===== src/rtl/frg_pkg.sv =====
// Shared types and constants for the fraction reducer.
// No dependencies; imported by every module of the block.
`timescale 1ns / 1ps

package frg_pkg;

  localparam int WIDTH = 32;
  localparam int MAG_W = WIDTH - 1;
  localparam int K_W   = $clog2(MAG_W);
  localparam int CNT_W = $clog2(MAG_W + 1);

  typedef enum logic [1:0] {
    ST_OK       = 2'd0,
    ST_ZERO_DEN = 2'd1,
    ST_MOST_NEG = 2'd2
  } frg_status_e;

  typedef enum logic [2:0] {
    S_IDLE,
    S_GCD,
    S_DIVN,
    S_DIVD,
    S_FINISH
  } frg_state_e;

  typedef struct packed {
    logic signed [WIDTH-1:0] numerator;
    logic signed [WIDTH-1:0] denominator;
  } frg_in_t;

  typedef struct packed {
    logic signed [WIDTH-1:0] reduced_numerator;
    logic [MAG_W-1:0]        reduced_denominator;
    logic                    whole_number;
    frg_status_e             status;
  } frg_out_t;

  // handshake between the sequencer and an iterative unit
  typedef struct packed {
    logic             start;
    logic [MAG_W-1:0] op_a;
    logic [MAG_W-1:0] op_b;
  } frg_req_t;

  typedef struct packed {
    logic             done;
    logic [MAG_W-1:0] value;
  } frg_rsp_t;

endpackage


===== src/rtl/frg_gcd.sv =====
// Binary GCD of two nonzero magnitudes, one shift or subtract step per cycle.
// Depends on frg_pkg.
`timescale 1ns / 1ps

module frg_gcd
  import frg_pkg::*;
(
  input  logic     clk_i,
  input  logic     rst_ni,
  input  frg_req_t req_i,
  output frg_rsp_t rsp_o
);

  logic [MAG_W-1:0] a_q, a_d, b_q, b_d, g_q, g_d;
  logic [K_W-1:0]   k_q, k_d;
  logic             busy_q, busy_d, done_q, done_d;
  logic [MAG_W:0]   diff_ab;
  logic [MAG_W-1:0] diff_ba;
  logic             a_gt_b;

  assign diff_ab = {1'b0, a_q} - {1'b0, b_q};
  assign diff_ba = b_q - a_q;
  assign a_gt_b  = !diff_ab[MAG_W] && (a_q != b_q);

  always_comb begin
    a_d    = a_q;
    b_d    = b_q;
    k_d    = k_q;
    g_d    = g_q;
    busy_d = busy_q;
    done_d = 1'b0;
    if (req_i.start) begin
      a_d    = req_i.op_a;
      b_d    = req_i.op_b;
      k_d    = '0;
      busy_d = 1'b1;
    end else if (busy_q) begin
      if (a_q == b_q) begin
        g_d    = a_q << k_q;
        busy_d = 1'b0;
        done_d = 1'b1;
      end else if (!a_q[0] && !b_q[0]) begin
        a_d = a_q >> 1;
        b_d = b_q >> 1;
        k_d = k_q + 1'b1;
      end else if (!a_q[0]) begin
        a_d = a_q >> 1;
      end else if (!b_q[0]) begin
        b_d = b_q >> 1;
      end else if (a_gt_b) begin
        a_d = diff_ab[MAG_W-1:0] >> 1;
      end else begin
        b_d = diff_ba >> 1;
      end
    end
  end

  always_ff @(posedge clk_i or negedge rst_ni) begin
    if (!rst_ni) begin
      busy_q <= 1'b0;
      done_q <= 1'b0;
    end else begin
      busy_q <= busy_d;
      done_q <= done_d;
    end
  end

  always_ff @(posedge clk_i) begin
    a_q <= a_d;
    b_q <= b_d;
    k_q <= k_d;
    g_q <= g_d;
  end

  assign rsp_o.done  = done_q;
  assign rsp_o.value = g_q;

endmodule


===== src/rtl/frg_div.sv =====
// Restoring divider, one quotient bit per cycle; op_a / op_b, op_b nonzero.
// Depends on frg_pkg.
`timescale 1ns / 1ps

module frg_div
  import frg_pkg::*;
(
  input  logic     clk_i,
  input  logic     rst_ni,
  input  frg_req_t req_i,
  output frg_rsp_t rsp_o
);

  logic [MAG_W-1:0] quot_q, quot_d, rem_q, rem_d, dvs_q, dvs_d;
  logic [CNT_W-1:0] cnt_q, cnt_d;
  logic             busy_q, busy_d, done_q, done_d;
  logic [MAG_W:0]   trial;
  logic [MAG_W+1:0] diff;
  logic             ge;

  assign trial = {rem_q, quot_q[MAG_W-1]};
  assign diff  = {1'b0, trial} - {2'b00, dvs_q};
  assign ge    = !diff[MAG_W+1];

  always_comb begin
    quot_d = quot_q;
    rem_d  = rem_q;
    dvs_d  = dvs_q;
    cnt_d  = cnt_q;
    busy_d = busy_q;
    done_d = 1'b0;
    if (req_i.start) begin
      quot_d = req_i.op_a;
      dvs_d  = req_i.op_b;
      rem_d  = '0;
      cnt_d  = CNT_W'(MAG_W);
      busy_d = 1'b1;
    end else if (busy_q) begin
      // remainder stays below the divisor, so it fits MAG_W bits
      rem_d  = ge ? diff[MAG_W-1:0] : trial[MAG_W-1:0];
      quot_d = {quot_q[MAG_W-2:0], ge};
      cnt_d  = cnt_q - 1'b1;
      if (cnt_q == CNT_W'(1)) begin
        busy_d = 1'b0;
        done_d = 1'b1;
      end
    end
  end

  always_ff @(posedge clk_i or negedge rst_ni) begin
    if (!rst_ni) begin
      busy_q <= 1'b0;
      done_q <= 1'b0;
      cnt_q  <= '0;
    end else begin
      busy_q <= busy_d;
      done_q <= done_d;
      cnt_q  <= cnt_d;
    end
  end

  always_ff @(posedge clk_i) begin
    quot_q <= quot_d;
    rem_q  <= rem_d;
    dvs_q  <= dvs_d;
  end

  assign rsp_o.done  = done_q;
  assign rsp_o.value = quot_q;

endmodule


===== src/rtl/fraction_reduce_gcd_top.sv =====
// Fraction reducer top: sequencer, special-case checks, sign handling, output register.
// Depends on frg_pkg, frg_gcd and frg_div.
//
//   channel | dir | handshake             | payload
//   in      | in  | in_valid_i/in_stall_o  | in_data_i  (frg_in_t)
//   out     | out | out_valid_o/out_stall_i| out_data_o (frg_out_t)
//
// Zero-denominator, most-negative and zero-numerator items go from idle straight to finish.
// Others take one binary GCD (a data dependent number of subtract/shift steps) plus two
// passes through the one restoring divider: numerator, then denominator, over the GCD.
// Stall is high from acceptance until the result is loaded into the output register;
// a result held by out_stall_i waits there while the next transaction is processed.
// Reset clears control state only.
`timescale 1ns / 1ps

module fraction_reduce_gcd_top
  import frg_pkg::*;
(
  input  logic     clk_i,
  input  logic     rst_ni,
  input  logic     in_valid_i,
  output logic     in_stall_o,
  input  frg_in_t  in_data_i,
  output logic     out_valid_o,
  input  logic     out_stall_i,
  output frg_out_t out_data_o
);

  localparam logic [WIDTH-1:0] SBIT = {1'b1, {(WIDTH-1){1'b0}}};

  frg_state_e       state_q, state_d;
  logic [MAG_W-1:0] nmag_q, nmag_d, dmag_q, dmag_d, g_q, g_d;
  logic             neg_q, neg_d;
  logic [WIDTH-1:0] res_num_q, res_num_d;
  logic [MAG_W-1:0] res_den_q, res_den_d;
  frg_status_e      res_st_q, res_st_d;
  frg_out_t         out_q, out_d;
  logic             out_valid_q, out_valid_d;
  frg_req_t         gcd_req, div_req;
  frg_rsp_t         gcd_rsp, div_rsp;
  logic             in_acc;
  logic [WIDTH-1:0] n_in, d_in, n_neg, d_neg, q_signed;

  assign in_acc = in_valid_i && (state_q == S_IDLE);
  assign n_in   = in_data_i.numerator;
  assign d_in   = in_data_i.denominator;
  assign n_neg  = -n_in;
  assign d_neg  = -d_in;
  assign q_signed = neg_q ? -{1'b0, div_rsp.value} : {1'b0, div_rsp.value};

  frg_gcd u_gcd (
    .clk_i (clk_i),
    .rst_ni(rst_ni),
    .req_i (gcd_req),
    .rsp_o (gcd_rsp)
  );

  frg_div u_div (
    .clk_i (clk_i),
    .rst_ni(rst_ni),
    .req_i (div_req),
    .rsp_o (div_rsp)
  );

  always_comb begin
    state_d     = state_q;
    nmag_d      = nmag_q;
    dmag_d      = dmag_q;
    g_d         = g_q;
    neg_d       = neg_q;
    res_num_d   = res_num_q;
    res_den_d   = res_den_q;
    res_st_d    = res_st_q;
    out_d       = out_q;
    out_valid_d = out_valid_q && out_stall_i;
    gcd_req     = '{start: 1'b0, op_a: nmag_q, op_b: dmag_q};
    div_req     = '{start: 1'b0, op_a: nmag_q, op_b: gcd_rsp.value};

    case (state_q)
      S_IDLE: begin
        if (in_acc) begin
          nmag_d    = n_in[WIDTH-1] ? n_neg[MAG_W-1:0] : n_in[MAG_W-1:0];
          dmag_d    = d_in[WIDTH-1] ? d_neg[MAG_W-1:0] : d_in[MAG_W-1:0];
          neg_d     = n_in[WIDTH-1] ^ d_in[WIDTH-1];
          res_num_d = '0;
          res_den_d = MAG_W'(1);
          res_st_d  = ST_OK;
          if (d_in == '0) begin
            res_st_d = ST_ZERO_DEN;
            state_d  = S_FINISH;
          end else if (n_in == SBIT || d_in == SBIT) begin
            res_st_d = ST_MOST_NEG;
            state_d  = S_FINISH;
          end else if (n_in == '0) begin
            state_d = S_FINISH;
          end else begin
            // GCD unit loads the fresh magnitudes at the accepting edge
            gcd_req.start = 1'b1;
            gcd_req.op_a  = nmag_d;
            gcd_req.op_b  = dmag_d;
            state_d       = S_GCD;
          end
        end
      end
      S_GCD: begin
        if (gcd_rsp.done) begin
          g_d           = gcd_rsp.value;
          div_req.start = 1'b1;
          state_d       = S_DIVN;
        end
      end
      S_DIVN: begin
        div_req.op_a = dmag_q;
        div_req.op_b = g_q;
        if (div_rsp.done) begin
          res_num_d     = q_signed;
          div_req.start = 1'b1;
          state_d       = S_DIVD;
        end
      end
      S_DIVD: begin
        if (div_rsp.done) begin
          res_den_d = div_rsp.value;
          state_d   = S_FINISH;
        end
      end
      S_FINISH: begin
        if (!out_valid_q || !out_stall_i) begin
          out_d.reduced_numerator   = res_num_q;
          out_d.reduced_denominator = res_den_q;
          out_d.whole_number        = (res_den_q == MAG_W'(1));
          out_d.status              = res_st_q;
          out_valid_d               = 1'b1;
          state_d                   = S_IDLE;
        end
      end
      default: state_d = S_IDLE;
    endcase
  end

  always_ff @(posedge clk_i or negedge rst_ni) begin
    if (!rst_ni) begin
      state_q     <= S_IDLE;
      out_valid_q <= 1'b0;
    end else begin
      state_q     <= state_d;
      out_valid_q <= out_valid_d;
    end
  end

  always_ff @(posedge clk_i) begin
    nmag_q    <= nmag_d;
    dmag_q    <= dmag_d;
    g_q       <= g_d;
    neg_q     <= neg_d;
    res_num_q <= res_num_d;
    res_den_q <= res_den_d;
    res_st_q  <= res_st_d;
    out_q     <= out_d;
  end

  assign in_stall_o  = (state_q != S_IDLE);
  assign out_valid_o = out_valid_q;
  assign out_data_o  = out_q;

endmodule


===== config.mk =====
export PLATFORM = sky130hd
export DESIGN_NAME = fraction_reduce_gcd_top
export DESIGN_NICKNAME = d
export VERILOG_FILES = /design/src/rtl/frg_pkg.sv /design/src/rtl/frg_gcd.sv /design/src/rtl/frg_div.sv /design/src/rtl/fraction_reduce_gcd_top.sv
export SDC_FILE = /design/constraint.sdc
export NUM_CORES = 1
export LEC_CHECK = 0
export BUFFER_PORTS_ARGS = -buffer_cell sky130_fd_sc_hd__buf_2
export CORE_MARGIN = 4
export CORE_UTILIZATION = 39
export CTS_CLUSTER_SIZE = 16
export DETAILED_ROUTE_END_ITERATION = 16
export PLACE_DENSITY = 0.52
export SLEW_MARGIN = 10
export SYNTH_ARGS = -nofsm -noshare
export SYNTH_HDL_FRONTEND = slang
export SYNTH_HIERARCHICAL = 1
export SYNTH_SLANG_ARGS = --single-unit

===== constraint.sdc =====
create_clock -name clk_i -period 4.9 [get_ports clk_i]
set_input_delay 0.735 -clock clk_i [delete_from_list [all_inputs] [get_ports clk_i]]
set_output_delay 0.735 -clock clk_i [all_outputs]
set_load 0.02 [all_outputs]

# Word-level counts from Yosys, hierarchy flattened
# Cells that the tools add are included.
# Widths: inputs -> output; s select.
op_classes:
  n_mux: 61
  bitwise_logic: 3
  n_shift: 1
  addsub: 8
  eq_ne: 19
  n_reduce_logical: 33
op_table:
  columns: ["operator", "count"]
  rows:
  - ["$mux 31", 21]
  - ["$mux 63", 5]
  - ["$mux 32", 3]
  - ["$eq 32x32->1 const B", 2]
  - ["$logic_not 32->1", 2]
  - ["$pmux 32 s2", 1]
  - ["$mux 62", 1]
  - ["$neg 31->31", 2]
  - ["$pmux 31 s2", 1]
  - ["$sub 32x31->33", 1]
  - ["$neg 31->32", 1]
  - ["$sub 31x31->32", 1]
  - ["$eq 31x1->1 const B", 1]
  - ["$eq 31x31->1", 1]
  - ["$ne 31x31->1", 1]
  - ["$shl 31x5->31", 1]
  - ["$sub 31x31->31", 1]
  - ["$mux 3", 8]
  - ["$mux 1", 16]
  - ["$pmux 3 s5", 1]
  - ["$reduce_and 3->1", 5]
  - ["$ne 4x4->1 const B", 3]
  - ["$mux 5", 2]
  - ["$reduce_and 2->1", 4]
  - ["20 further kinds", 40]
word_totals:
  ff_bits: 429

# Depth between registers and ports, before layout
# Gate-level depths: netlist of the first run.
logic_depth:
  depth_word: 10
  mapped_depth: 13
  mapped_depth_nobuf: 12

# By module
# Netlist of the first run, hierarchy kept.
by_module_without_submodules:
  columns: ["mod", "instances", "cells_each", "area_per_inst_um2", "seq_area_each_um2"]
  rows:
  - ["fraction_reduce_gcd_top", 1, 912, 11320.9, 6856.6]
  - ["frg_gcd", 1, 1105, 9775.6, 2942.8]
  - ["frg_div", 1, 569, 5945.7, 2657.5]

# Worst setup path after synthesis of the first run
# Ideal clock, no wire load.
synth_timing:
  path_kind: "input -> register"
  startpoint: "in in_data_i[47] (netlist name)"
  endpoint: "reg u_gcd.g_q[0] (enable)"
  cell_stages: 9
  t_arrival_ns: 5.120
  n_path_buf: 4
  setup_slack_ns: -0.685
  t_required_ns: 4.436
  cell_sequence: "or4_4 > or2_4 > nor4_4 > nor3_4 > buf_6 > clkbuf_1 > clkbuf_1 > clkbuf_1 > nor3b_1"
synth_lines:
  columns: ["item", "line_no", "source"]
  rows:
  - ["start: declaration", "fraction_reduce_gcd_top.sv:23", "input frg_in_t in_data_i,"]
  - ["end signal: assignment", "frg_gcd.sv:72", "g_q <= g_d;"]
  - ["end: declaration", "frg_gcd.sv:14", "logic [MAG_W-1:0] a_q, a_d, b_q, b_d, g_q, g_d;"]

# Worst setup path in the final report of the first run
layout_timing:
  startpoint: "reg u_div.quot_q[30]"
  endpoint: "reg u_div.rem_q[16]"
layout_via:
  elab_chain_len: 2
layout_lines:
  columns: ["item", "line_no", "source"]
  rows:
  - ["start: declaration", "frg_div.sv:14", "logic [MAG_W-1:0] quot_q, quot_d, rem_q, rem_d, dvs_q, dvs_d;"]
  - ["start signal: assignment", "frg_div.sv:63", "quot_q <= quot_d;"]
  - ["$sub 32x31->33", "frg_div.sv:22", "assign diff = {1'b0, trial} - {2'b00, dvs_q};"]
  - ["$mux 31", "frg_div.sv:40", "rem_d = ge ? diff[MAG_W-1:0] : trial[MAG_W-1:0];"]
  - ["end signal: assignment", "frg_div.sv:64", "rem_q <= rem_d;"]
  - ["end: declaration", "frg_div.sv:14", null]
# No other way between the ends.
# A chain may end at the register's enable or synchronous reset.

==> flow_summary.yaml, run 1 <==
yosys:
  synth_compound_area_frac: 0.162
  yosysTopAreaCell: "edfxtp_1"
  syn_inst: 2586
  muxShareOfSynthArea: 0.0703
  synth_edf_count: 380
  synthTopCellsByArea: "edfxtp_1 (42%), nand2_1 (5.3%), ha_1 (4.7%)"
  ys_seq_area_frac: 0.461
  synth_most_common_cell: "nand2_1"
  syn-cell-area_mm2: 0.0270
  synthSimpleGateAreaFrac: 0.145
  synth_top_family_by_area: "compound AO/OA/AOI/OAI gates"
  synthXorXnorAreaFrac: 0.0570
  syn_nets: 2758
  avgSynthCellArea_um2: 10.5
  synth_fa_ha_area_frac: 0.0490
  synthArstFlopShare: 0.0303
  ys_warn_count: 6
  synth_ff_type: "edfxtp_1"
  synth_top_area_frac: 0.422
  ys_ff_latch: 429
  ys_top_cells_by_count: "nand2_1 (382), edfxtp_1 (380), nor2_1 (166), inv_1 (160), a21oi_1 (129)"
  ys_types: 107
global_route:
  grt.overflow.total: 0
  grtUsageTotal: 0.207
  antenna_found_initial: 4
  use_met1: 0.292
  gr-usage-met3: 0.0345
  grt_use_met2: 0.331
  gr-max-usage-layer: "met2"
  grt_pass1_wl_um: 119000
  grt_max_degree: 108
  grt_pass1_vias: 19300
finish:
  final_cells: 3622
  n_fill_cell: 6623
  area_delta_synth_final_pct: 10.9
  largest_register_ff_count: 66
  antenna_cells: 0
  finalNetCount: 2823
  layout-drive-gt1-share: 0.175
routing:
  viasPerCell: 5.56
  wl_per_cell_um: 21.8
  routed_wl_um: 79000
  vias: 20100
  drt_iter0_markers: 1498
  drtAntennaViolNets: 0
  drtPass1Iterations: 5
  drc_errors: 0
clocking:
  path_clk_slew_ns: 0.06
  cts_resized: 0
  hold_buffers: 1
  cts.sinks: 429
  clockBufferDepth: 3
  cts_buffers: 48
  clk_latency_ns: 0.61
  cts.htree.levels: 2
  cts_setup_buffers: 0
  cts_tree: "yes"
  cts-root-buf: "clkbuf_16"
setup_path:
  startpoint: "u_div/quot_q[30]"
  cp.required_ns: 5.41
  cp.arrival_ns: 4.51
  startpoint_type: "register"
  reg2reg_from: "u_div/quot_q[30]"
  criticalPathCategory: "register to register"
  critPathMaxFanout: 19
  endpoint_kind: "register"
sta:
  finalSetupViolCount: 0
  max_freq_mhz: 250
  rsz0062_at_grt: "false"
  whs_ns: 0.372
  fin_crit_ns: 4.00
  period_share: 0.817
  relSlewSlack: 0.197
  hold_violations: 0
  drv_slew: 0
  finClkSkew_ns: 0.0226
  tightest_slew_ns: 1.20
  setup_tns_ns: 0
floorplan:
  coreArea_mm2: 0.0687
  num_rows: 96
  start_util: 0.394
  fp.dieW_um: 271
  die_y_um: 271
  io_pins: 136
  fp.dieArea_mm2: 0.0736
placement:
  place_hpwl_um: 59400
  numPortBuffers: 135
  place.gp.congestion: 0.930
  dp_cells: 3531
job:
  max_cap_viol_count: 0
worst_hold_path:
  worstHoldStart: "in_data_i[0]"
  hp-class: "primary input to register"
power_and_ir_drop:
  power_density_mw_per_mm2: 285
  ir_drop_mv: 0.282
  power.leakage_uw: 0.0117
status:
  status: "finished clean"
## worst max-delay path, cell delays in order, from the launching register on
cell and delay (ns):
edfxtp_1 0.47, inv_1 0.08, ha_1 0.23, fa_1 0.41
and2b_1 0.23, o2111ai_1 0.16, a211o_1 0.41, a211oi_2 0.34
o2111a_2 0.32, o21a_1 0.60, buf_4 0.26, o21ai_0 0.08
a311oi_1 0.31
## cell usage in the layout (no fill, tap or decap), drive strengths merged, types with 18 or more instances in the layout
cell    instances
a211oi         19
a21o           51
a21oi         140
a221oi         40
a311oi         22
and2           38
buf           167
clkbuf         58
clkinv         20
dfxtp          36
edfxtp        380
ha            101
inv           162
mux2           95
mux2i          34
nand2         382
nand2b         24
nand3          41
nand4          26
nor2          167
nor3           26
nor4           32
o21a           18
o21ai         123
o21bai         19
o31ai          39
o41ai          31
xnor2         123
xor2           53
## power breakdown
part / total (µW) / internal (µW) / switching, µW
sequential: 4030 / 3980 / 54.0
clock: 3850 / 2270 / 1580
combinational: 660 / 263 / 397
total: 8540 / 6510 / 2030
## path summary, 6_finish.rpt
path	endpoint	slack, ns	depth (start not counted)
setup reg to reg	u_div/rem_q[16]	0.90	12
hold reg to reg	out_data_o[62]	0.42	0
max in group asynchronous	u_div/busy_q	4.04	2
setup / recovery	u_div/rem_q[16]	0.90	12
hold / removal	dmag_q[0]	0.37	1
min in group asynchronous	u_div/cnt_q[4]	0.58	2
## cells by family (layout without fill, tap and decap cells)
group | Yosys count | after routing
and+or+nand+nor | 831 | 831
xor gates and xnor gates | 176 | 176
muxes | 144 | 144
DFF | 429 | 429
AOI/OAI and AO/OA | 588 | 588
buffers and inverters | 314 | 419
adders and majority gates | 104 | 104
## area by class of cell
type	count	area (µm²)	share of cell area
Clock buffer	58	1290	0.0430
Clock inverter	32	394	0.0131
Inverter	161	604	0.0201
Multi-Input combinational cell	1843	13100	0.437
Sequential cell	429	12500	0.415
Tap cell	931	1160	0.0388
Timing Repair Buffer	168	963	0.0321
## stage by stage
stage	worst slack [ns]	util	power (µW)	area, µm²
after floorplan	0.289	-	4540	27000
after global placement	1.02	0.412	4760	28300
after detailed placement	0.961	0.412	4770	28300
after CTS	0.928	0.437	8630	30000
after global routing	0.731	0.437	8860	30000
final	0.897	0.437	8540	30000
## layer usage
| layer | vias to the layer above | share of wire |
|---|---|---|
| met3 | 106 | 0.054 |
| met5 | - | 0 |
| met1 | 9921 | 0.46 |
| li1 | 9552 | - |
| met2 | 557 | 0.46 |
| met4 | 0 | 0.028 |
Note: power is estimated with default switching activity, not from simulation.
==> inputs of run 2 (changes only) <==
--- a/config.mk
+++ b/config.mk
@@ -5,12 +5,13 @@
 export SDC_FILE = /design/constraint.sdc
 export NUM_CORES = 1
 export LEC_CHECK = 0
+export ABC_AREA = 1
 export BUFFER_PORTS_ARGS = -buffer_cell sky130_fd_sc_hd__buf_2
 export CORE_MARGIN = 4
 export CORE_UTILIZATION = 39
 export CTS_CLUSTER_SIZE = 16
 export DETAILED_ROUTE_END_ITERATION = 16
-export PLACE_DENSITY = 0.52
+export PLACE_DENSITY = 0.54
 export SLEW_MARGIN = 10
 export SYNTH_ARGS = -nofsm -noshare
 export SYNTH_HDL_FRONTEND = slang
==> constraint.sdc (replaced) <==
create_clock -name clk_i -period 3.25 [get_ports clk_i]
set_input_delay 0.4875 -clock clk_i [delete_from_list [all_inputs] [get_ports clk_i]]
set_output_delay 0.4875 -clock clk_i [all_outputs]
set_load 0.02 [all_outputs]
==> flow_summary.yaml, run 2 <==
finish:
  final_common_cell: "nand2_1"
  post-route-util: 0.444
  most-common-layout-cells: "nand2_1 (1438), inv_1 (504), edfxtp_1 (380), nor2_1 (324), nand3_1 (208)"
  finalNetCount: 4216
  antenna_cells: 0
  largest_register_ff_count: 66
  final_cells: 5043
  layout-drive-gt1-share: 0.112
  area_delta_synth_final_pct: 12.8
power_and_ir_drop:
  power.leakage_uw: 0.0156
  swShare: 0.477
  ir_drop_mv: 0.702
  p_comb_frac: 0.541
  intPower_uw: 14900
  netSwitchingPower_uw: 13600
  power_density_mw_per_mm2: 880
  power_uw: 28600
  clock_power_share: 0.193
  seqPwrFrac: 0.266
placement:
  place_hpwl_um: 75000
  numPortBuffers: 135
  place.gp.congestion: 1.02
  dp_cells: 4951
global_route:
  grt_max_degree: 78
  grt.overflow.total: 0
  grt_pass1_vias: 23400
  grtUsageTotal: 0.233
  antenna_found_initial: 1
  grt_pass1_wl_um: 140000
setup_path:
  cp_top_family: "simple AND/OR/NAND/NOR gates"
  crit_chain: "inv_1 -> ha_1 -> nand2_2 -> nor2_4 -> nand2_1 -> nor2_2 -> nand4_1 -> nand2_1 -> buf_4 -> nand2_4 -> inv_4 -> a21oi_4 -> o21ai_2 -> clkinvlp_4 -> buf_12"
  cp_num_cells: 15
  cp_common_cell: "nand2_1"
  critPathMaxFanout: 30
  reg2reg_depth: 15
  cp.required_ns: 3.59
  startpoint: "u_gcd/a_q[16]"
  cp.arrival_ns: 3.35
  reg2reg_to: "u_gcd/b_q[7]"
  endpoint_kind: "register"
  startpoint_type: "register"
  worstSetupEndpoint: "u_gcd/b_q[7]"
  regToRegSetupSlack_ns: 0.23
  critPathMaxStageDelay_ns: 0.46
  crit_buf_inv: 5
  criticalPathCategory: "register to register"
  critPathSlowestCell: "ha_1"
  reg2reg_from: "u_gcd/a_q[16]"
clocking:
  cts_buffers: 49
  cts-root-buf: "clkbuf_16"
  clk_latency_ns: 0.62
  clockBufferDepth: 3
  cts_tree: "yes"
  cts.htree.levels: 2
  path_clk_slew_ns: 0.06
  cts.sinks: 429
  hold_buffers: 1
  cts_resized: 0
  cts_setup_buffers: 0
routing:
  drtPass1Iterations: 8
  drt_iter0_markers: 2456
  viasPerCell: 5.03
  routed_wl_um: 94300
  drc_errors: 0
  vias: 25400
  drtAntennaViolNets: 0
  wl_per_cell_um: 18.7
sta:
  relSlewSlack: 0.321
  finClkSkew_ns: 0.0395
  whs_ns: 0.119
  rsz0062_at_grt: "false"
  finalSetupViolCount: 0
  tightest_slew_ns: 1.02
  period_share: 0.928
  drv_slew: 0
  fin_crit_ns: 3.02
  max_freq_mhz: 331
  hold_violations: 0
floorplan:
  fp.dieW_um: 280
  fp.dieArea_mm2: 0.0782
  coreArea_mm2: 0.0731
  io_pins: 136
  num_rows: 99
  start_util: 0.394
  die_y_um: 280
yosys:
  syn_inst: 3903
  ys_top_cells_by_count: "nand2_1 (1439), inv_1 (508), edfxtp_1 (380), nor2_1 (330), nand3_1 (209)"
  avgSynthCellArea_um2: 7.37
  syn_nets: 4075
  ys_warn_count: 6
  synthTopCellsByArea: "edfxtp_1 (40%), nand2_1 (19%), inv_1 (6.6%)"
  synth_edf_count: 380
  syn-cell-area_mm2: 0.0288
  ys_ff_latch: 429
  synth_most_common_cell: "nand2_1"
  ys_seq_area_frac: 0.433
  yosysTopAreaCell: "edfxtp_1"
  synthArstFlopShare: 0.0303
  synth_top_area_frac: 0.397
  ys_types: 57
  synth_ff_type: "edfxtp_1"
worst_hold_path:
  worstHoldStart: "in_data_i[32]"
  min_path_cells: 1
  hp-class: "primary input to register"
status:
  status: "finished clean"
job:
  max_cap_viol_count: 0
[run 2: changes by cell type after synthesis, sizes merged, moves of 71 or more]
cell / change
nand2: +1100
nand3: +178
mux2: -95
o21ai: +71
xnor2: -85
inv: +372
nor2: +205
[run 2: power groups by stage]
stage                     sequential, µW  clock, µW  combinational [µW]
after floorplan                     7400          0               10100
after global placement              7720          0               15200
after detailed placement            7710          0               15200
after CTS                           7600       5640               15200
after global routing                7630       5860               16800
final                               7600       5510               15400
[run 2: worst min path at each step]
stage / slack [ns] / to
after global placement: 0.40 / out_data_o[0]
after global routing: 0.09 / nmag_q[0]
after floorplan: 0.19 / out_valid_o
after CTS: 0.09 / nmag_q[0]
final: 0.12 / nmag_q[0]
after detailed placement: 0.40 / u_div/cnt_q[1]
[run 2: through the flow]
stage / cell area (µm²) / setup slack (ns) / TNS, ns
6_report: 32500 / 0.233 / 0
5_1_grt: 32500 / 0.0167 / 0
4_1_cts: 32500 / 0.243 / 0
3_5_place_dp: 30900 / 0.279 / 0
3_3_place_gp: 30900 / 0.257 / 0
2_1_floorplan: 28900 / -0.245 / -20.31
[run 2: logic make-up (layout without fill, tap and decap cells)]
family                     Yosys count  in the layout  synth area share
DFF                                429            429             0.433
AOI/OAI and AO/OA                  419            419            0.0780
and+or+nand+nor                   2188           2188             0.319
adders and majority gates          104            104            0.0460
muxes                               10             10           0.00348
buffers and inverters              669            850            0.0949
xor gates and xnor gates            84             84            0.0256
[run 2: layout make-up]
| type | instances | area [µm²] |
|---|---|---|
| clock buffers | 60 | 1270 |
| clock inverters | 31 | 335 |
| fillers | 7622 | 40600 |
| inverters | 534 | 2020 |
| multi-input cells | 2805 | 13700 |
| flip-flops and latches | 429 | 12500 |
| well taps | 959 | 1200 |
| repair buffers | 225 | 1490 |
[run 2: layer usage]
metal	up-vias	wire length (µm)	global-route usage	part of all wire
met5	-	0	0	0
met1	11700	41600	0.319	0.44
met4	0	3910	0.0907	0.041
li1	12800	-	-	-
met3	163	5080	0.0258	0.054
met2	781	43700	0.382	0.46
[run 2: worst reg2reg max path, cell delays in order (launching register included)]
cell	delay [ns]
edfxtp_1	0.42
inv_1	0.11
ha_1	0.46
nand2_2	0.17
nor2_4	0.15
nand2_1	0.13
nor2_2	0.14
nand4_1	0.31
nand2_1	0.15
buf_4	0.16
nand2_4	0.07
inv_4	0.08
a21oi_4	0.03
o21ai_2	0.08
clkinvlp_4	0.12
buf_12	0.19
